`src/sv/frame_region_scroll_defines.svh`:
```
// ----------------------------------------------------------------------------
// frame region scroll assertion macros
// shared property wrappers, clocked on aclk and held off during reset
// ----------------------------------------------------------------------------
`ifndef FRAME_REGION_SCROLL_DEFINES_SVH
`define FRAME_REGION_SCROLL_DEFINES_SVH

// same-cycle implication
`define FRS_ASSERT_NOW(label, ante, cons, msg) \
    label: assert property (@(posedge aclk) disable iff (!aresetn) (ante) |-> (cons)) \
        else $error(msg);

// next-cycle implication
`define FRS_ASSERT_NEXT(label, ante, cons, msg) \
    label: assert property (@(posedge aclk) disable iff (!aresetn) (ante) |=> (cons)) \
        else $error(msg);

`endif

```
`src/sv/frs_pkg.sv`:
```
// ----------------------------------------------------------------------------
// frs_pkg
// geometry, codes, beat types and controller interface of the region scroller
// ----------------------------------------------------------------------------
package frs_pkg;

    localparam int COLUMNS = 32;
    localparam int ROWS    = 8;
    localparam int DEPTH   = COLUMNS * ROWS;
    localparam int ADDR_W  = $clog2(DEPTH);
    localparam int X_W     = $clog2(COLUMNS);
    localparam int Y_W     = $clog2(ROWS);
    localparam int C_W     = (X_W > Y_W) ? X_W : Y_W;
    localparam int T_W     = C_W + 2;
    localparam int COORD_W = 8;
    localparam int PIX_W   = 24;

    localparam logic [1:0] CMD_WRITE = 2'd0;
    localparam logic [1:0] CMD_READ  = 2'd1;
    localparam logic [1:0] CMD_MOVE  = 2'd2;
    localparam logic [1:0] CMD_CLEAR = 2'd3;

    localparam logic [1:0] DIR_UP    = 2'd0;
    localparam logic [1:0] DIR_DOWN  = 2'd1;
    localparam logic [1:0] DIR_RIGHT = 2'd2;
    localparam logic [1:0] DIR_LEFT  = 2'd3;

    typedef struct packed {
        logic [1:0]         command;
        logic [COORD_W-1:0] x_start;
        logic [COORD_W-1:0] y_start;
        logic [COORD_W-1:0] x_end;
        logic [COORD_W-1:0] y_end;
        logic [1:0]         direction;
        logic               wrap;
        logic [PIX_W-1:0]   pixel_in;
    } in_item_t;

    typedef struct packed {
        logic [PIX_W-1:0] pixel_out;
        logic             moved;
    } out_item_t;

    typedef struct packed {
        logic load;
        logic wr_pixel;
        logic rd_pixel;
        logic rd_capture;
        logic sweep;
        logic mv_init;
        logic mv_step;
        logic out_load;
    } ctrl_cmd_t;

    typedef struct packed {
        logic [1:0] command;
        logic       span_zero;
        logic       sweep_last;
        logic       mv_done;
    } ctrl_sts_t;

    function automatic logic [ADDR_W-1:0] cell_addr(input logic [C_W-1:0] col,
                                                    input logic [C_W-1:0] row);
        return ADDR_W'(col) * ADDR_W'(ROWS) + ADDR_W'(row);
    endfunction

endpackage

```
`src/sv/frs_ctrl.sv`:
```
// ----------------------------------------------------------------------------
// frs_ctrl
// command sequencer: init clear, decode, read wait, clear sweep, move, result
// ----------------------------------------------------------------------------
`include "frame_region_scroll_defines.svh"

module frs_ctrl (
    input  logic                aclk,
    input  logic                aresetn,
    input  logic                s_valid,
    output logic                s_ready,
    output logic                m_valid,
    input  logic                m_ready,
    input  frs_pkg::ctrl_sts_t  sts,
    output frs_pkg::ctrl_cmd_t  cmd
);

    typedef enum logic [6:0] {
        ST_INIT   = 7'b0000001,
        ST_IDLE   = 7'b0000010,
        ST_DECODE = 7'b0000100,
        ST_READ   = 7'b0001000,
        ST_SWEEP  = 7'b0010000,
        ST_MOVE   = 7'b0100000,
        ST_DONE   = 7'b1000000
    } state_t;

    state_t state_reg;
    state_t state_next;
    logic   m_valid_reg;
    logic   m_valid_next;

    always_comb begin
        cmd        = '0;
        state_next = state_reg;
        unique case (state_reg)
            ST_INIT: begin
                cmd.sweep = 1'b1;
                if (sts.sweep_last) begin
                    state_next = ST_IDLE;
                end
            end
            ST_IDLE: begin
                if (s_valid) begin
                    cmd.load   = 1'b1;
                    state_next = ST_DECODE;
                end
            end
            ST_DECODE: begin
                unique case (sts.command)
                    frs_pkg::CMD_WRITE: begin
                        cmd.wr_pixel = 1'b1;
                        state_next   = ST_DONE;
                    end
                    frs_pkg::CMD_READ: begin
                        cmd.rd_pixel = 1'b1;
                        state_next   = ST_READ;
                    end
                    frs_pkg::CMD_MOVE: begin
                        if (sts.span_zero) begin
                            state_next = ST_DONE;
                        end else begin
                            cmd.mv_init = 1'b1;
                            state_next  = ST_MOVE;
                        end
                    end
                    frs_pkg::CMD_CLEAR: begin
                        state_next = ST_SWEEP;
                    end
                endcase
            end
            ST_READ: begin
                cmd.rd_capture = 1'b1;
                state_next     = ST_DONE;
            end
            ST_SWEEP: begin
                cmd.sweep = 1'b1;
                if (sts.sweep_last) begin
                    state_next = ST_DONE;
                end
            end
            ST_MOVE: begin
                cmd.mv_step = 1'b1;
                if (sts.mv_done) begin
                    state_next = ST_DONE;
                end
            end
            ST_DONE: begin
                if (!m_valid_reg || m_ready) begin
                    cmd.out_load = 1'b1;
                    state_next   = ST_IDLE;
                end
            end
            default: begin
                state_next = ST_IDLE;
            end
        endcase
    end

    always_comb begin
        if (cmd.out_load) begin
            m_valid_next = 1'b1;
        end else if (m_ready) begin
            m_valid_next = 1'b0;
        end else begin
            m_valid_next = m_valid_reg;
        end
    end

    always_ff @(posedge aclk) begin
        if (!aresetn) begin
            state_reg   <= ST_INIT;
            m_valid_reg <= 1'b0;
        end else begin
            state_reg   <= state_next;
            m_valid_reg <= m_valid_next;
        end
    end

    assign s_ready = (state_reg == ST_IDLE);
    assign m_valid = m_valid_reg;

    `FRS_ASSERT_NEXT(a_accept_decode, s_valid && s_ready, state_reg == ST_DECODE, "accepted beat not decoded")
    `FRS_ASSERT_NEXT(a_zero_span, state_reg == ST_DECODE && sts.command == frs_pkg::CMD_MOVE && sts.span_zero, state_reg == ST_DONE, "zero-span move entered move loop")
    `FRS_ASSERT_NOW(a_read_issued, state_reg == ST_READ, $past(cmd.rd_pixel), "read capture without read issue")

endmodule

```
`config.mk`:
```
export PLATFORM = sky130hd
export DESIGN_NAME = frs_ctrl
export DESIGN_NICKNAME = d
export VERILOG_FILES = /design/src/sv/frs_pkg.sv /design/src/sv/frs_ctrl.sv
export VERILOG_INCLUDE_DIRS = /design/src /design/src/sv
export SDC_FILE = /design/constraint.sdc
export NUM_CORES = 1
export LEC_CHECK = 0
export BUFFER_PORTS_ARGS = -buffer_cell sky130_fd_sc_hd__clkbuf_2
export CAP_MARGIN = 20
export CORE_ASPECT_RATIO = 1.4
export CORE_MARGIN = 5
export CORE_UTILIZATION = 30
export DETAILED_ROUTE_END_ITERATION = 16
export MAX_ROUTING_LAYER = met4
export PLACE_DENSITY = 0.61
export SKIP_CTS_REPAIR_TIMING = 1
export SYNTH_ARGS = -nofsm -noshare
export SYNTH_HDL_FRONTEND = slang
export SYNTH_SLANG_ARGS = --single-unit
export TNS_END_PERCENT = 5
```
`constraint.sdc`:
```
create_clock -name aclk -period 2.6 [get_ports aclk]
set_input_delay 0.39 -clock aclk [delete_from_list [all_inputs] [get_ports aclk]]
set_output_delay 0.39 -clock aclk [all_outputs]
set_load 0.05 [all_outputs]
```
==> metrics.md <==
| Metric | Value |
|---|---|
| Tot GR Track Use | 12.3% |
| Filler cells | 225 |
| Die height | 65.5 um |
| RSZ-0062 raised after global routing | false |
| FMAX | 398 MHz |
| Clock latency on the worst-skew pair | 0.26 ns |
| Crit path kind | reg -> out |
| Die ar. | 3250 um2 |
| Layout area overhead | 21.6% |
| Buf+Inv Stages, Crit Path | 2 |
| Final Non-Filler Cells | 122 |
| Clock buffer depth | 2 |
| Core box area | 2150 um2 |
| Hold WC Path Type | in -> reg |
| Largest net degree at the start of global routing | 13 |
| Worst-path cell chain | or4_4, or3_4, or3_4, inv_1, buf_6 |
| DR vias | 665 |
| Vias in the first global route | 641 |
| Clock-pin slew on the worst setup and hold paths | 0.05 ns |
| Ys async rst share | 0% |
| Most frequent cells in the layout | 17 x clkbuf_2, 8 x nor2_1, 8 x dfxtp_1 |
| Critical Path Fanout Max | 4 |
| Max_cap viols | 0 |
| Simple-gate portion of the synthesized area | 41.2% |
| Share of cells above drive strength 1 | 39.0% |
| CTS Buf Count | 3 |
| Overflow after GRT | 0 |
| Post-Syn Area | 659 um2 |
| Worst stage delay on the critical path | 0.54 ns |
| Clock net sink count | 8 |
| Detail Placement HPWL | 1420 um |
| Final Wtd Congestion | 0.792 |
| Critical path depth | 5 |
| Flops & latches, synth | 8 |
| Adder-Cell Fraction of Synth Area | 0% |
| TritonRoute pass-1 iters | 4 |
| WL final | 1800 um |
| Relative slew slack | 68.9% |
| Compound-Gate Fraction of Synth Area | 21.3% |
| CP top delay family | simple AND/OR/NAND/NOR gates |
| Post-synthesis cell type count | 41 |
| Hold_ws | 0.412 ns |
| DRC viols | 0 |
| Most frequent CP cell | or3_4 |
| Chip width | 49.6 um |
| Pwr Density | 431 nW/um2 |
| Post-Synthesis Cells | 80 |
| Final Hold Vio Count | 0 |
| Max reg flops | 7 |
| Largest family of logic cells by synthesized area | simple AND/OR/NAND/NOR gates |
| Nets | 111 |
| Number of port buffers | 18 |
| Sequential fraction of the synthesis area | 24.3% |
| CTS tree | yes |
| Leak pwr | 0.366 nW |
| Vias/cell | 5.45 |
| Final worst path period share | 96.6% |
| I/O Pins | 19 |
| Dpl cell area | 773 um2 |
| Peak supply drop | 170 uV |
| Xor-xnor portion of the synthesized cell area | 3.98% |
| N_diodes | 0 |
| Status | finished, final reports clean |
| Drt wl/cell | 14.8 um |
| FP Rows | 20 |
| Endpoints failing setup | 0 |
| Cell area after layout | 802 um2 |
| First-pass GRT wire length | 3060 um |
| Post-synthesis mux area share | 0% |
| CP Capture Type | primary output |
| Clock skew | 0.00623 ns |
| Initial antenna violation count | 0 |
| Slowest cell on crit path | or4_4 |
| Worst Path Arrival | 2.12 ns |
| Post-synth EDFFs | 0 |
| Crit start category | flip-flop |
| Syn Nets | 89 |
| Commonest non-fill, non-tap cell in the layout | clkbuf_2 |
| Starting Density | 30.6% |
| Cell total after placement | 119 |
| Worst-margin pin slew | 0.463 ns |
| DRT iter0 DRCs | 17 |
| H-tree depth | 1 |
| Tmin final | 2.51 ns |
| Worst Hold Depth | 2 |
| Slew Limit Fails | 0 |
| Synthesized area per cell | 8.24 um2 |
| CTS root buf | clkbuf_4 |
| R2R depth | 4 |
| YS warnings | 0 |
| Routed Antenna Nets | 0 |
| Synth Flop Type | dfxtp_1 |
| CP required | 2.21 ns |
## layer usage
layer | GRT usage, % | wire (um) | vias to the layer above | share of wire, %
met2 | 18.9 | 872 | 22 | 48
met4 | 8.20 | 61 | 0 | 3.4
met3 | 1.81 | 90 | 6 | 5.0
li1 | - | - | 333 | -
met5 | - | 0 | - | 0
met1 | 14.6 | 777 | 304 | 43
## metrics by stage
stage / worst slack [ns] / TNS (ns) / util [%] / total power (W)
2_1_floorplan: 0.162 / 0 / - / 0.000220
3_3_place_gp: 0.284 / 0 / 35.9 / 0.000251
3_5_place_dp: 0.264 / 0 / 35.9 / 0.000251
4_1_cts: -0.0164 / -0.0164 / 37.0 / 0.000350
5_1_grt: 0.0115 / 0 / 37.3 / 0.000368
6_report: 0.0877 / 0 / 37.3 / 0.000346
## cell families (layout without fill, tap and decap cells)
family | count (synthesis) | in the layout
AOI/OAI and AO/OA | 16 | 16
DFF | 8 | 8
and+or+nand+nor | 43 | 43
buffers and inverters | 10 | 30
xor gates and xnor gates | 3 | 3
## final timing paths
| path | startpoint | slack (ns) | to |
|---|---|---|---|
| max | state_reg[3]$_SDFFE_PN0P_ | 0.09 | cmd[2] |
| max reg2reg | state_reg[3]$_SDFFE_PN0P_ | 0.73 | state_reg[6]$_SDFFE_PN0P_ |
| min reg2reg | m_valid$_SDFFE_PN0P_ | 0.52 | m_valid$_SDFFE_PN0P_ |
| min | aresetn | 0.41 | state_reg[0]$_SDFFE_PN1P_ |
## cells in the mapped netlist (2+ instances only)
cell type,count,area [um2]
buf_4,2,15.0
buf_6,2,22.5
o211ai_1,2,15.0
o21bai_1,2,15.0
nor3_1,3,15.0
nand3_1,3,15.0
o21ai_0,2,10.0
or3_4,3,33.8
inv_1,4,15.0
nand2b_1,3,18.8
xor2_1,3,26.3
nand2_1,6,22.5
and3_2,2,15.0
nor2_1,8,30.0
dfxtp_1,8,160
a21boi_0,2,15.0
## report_power, final
part / internal (W) / switching [W] / leakage, nW
Clock: 0.0000529 / 0.0000438 / 0.0138
Combinational: 0.0000427 / 0.0000692 / 0.287
Sequential: 0.000129 / 0.00000810 / 0.0654
## area by class of cell
cell class / count / area [um2] / share of cell area [%]
tap: 22 / 27.5 / 3.43
multi-input combinational: 62 / 443 / 55.2
clock buffer: 3 / 22.5 / 2.81
sequential: 8 / 160 / 20.0
timing repair buffer: 23 / 134 / 16.7
inverter: 4 / 15.0 / 1.87
## worst reg2reg max path, delay by kind of cell, from the launching register on
| kind | cells | cell delay (ns) |
|---|---|---|
| flip-flops | 1 | 0.31 |
| AND/OR/NAND/NOR | 2 | 0.95 |
| AO/OA/AOI/OAI | 2 | 0.52 |
(Power assumes the default switching activity.)
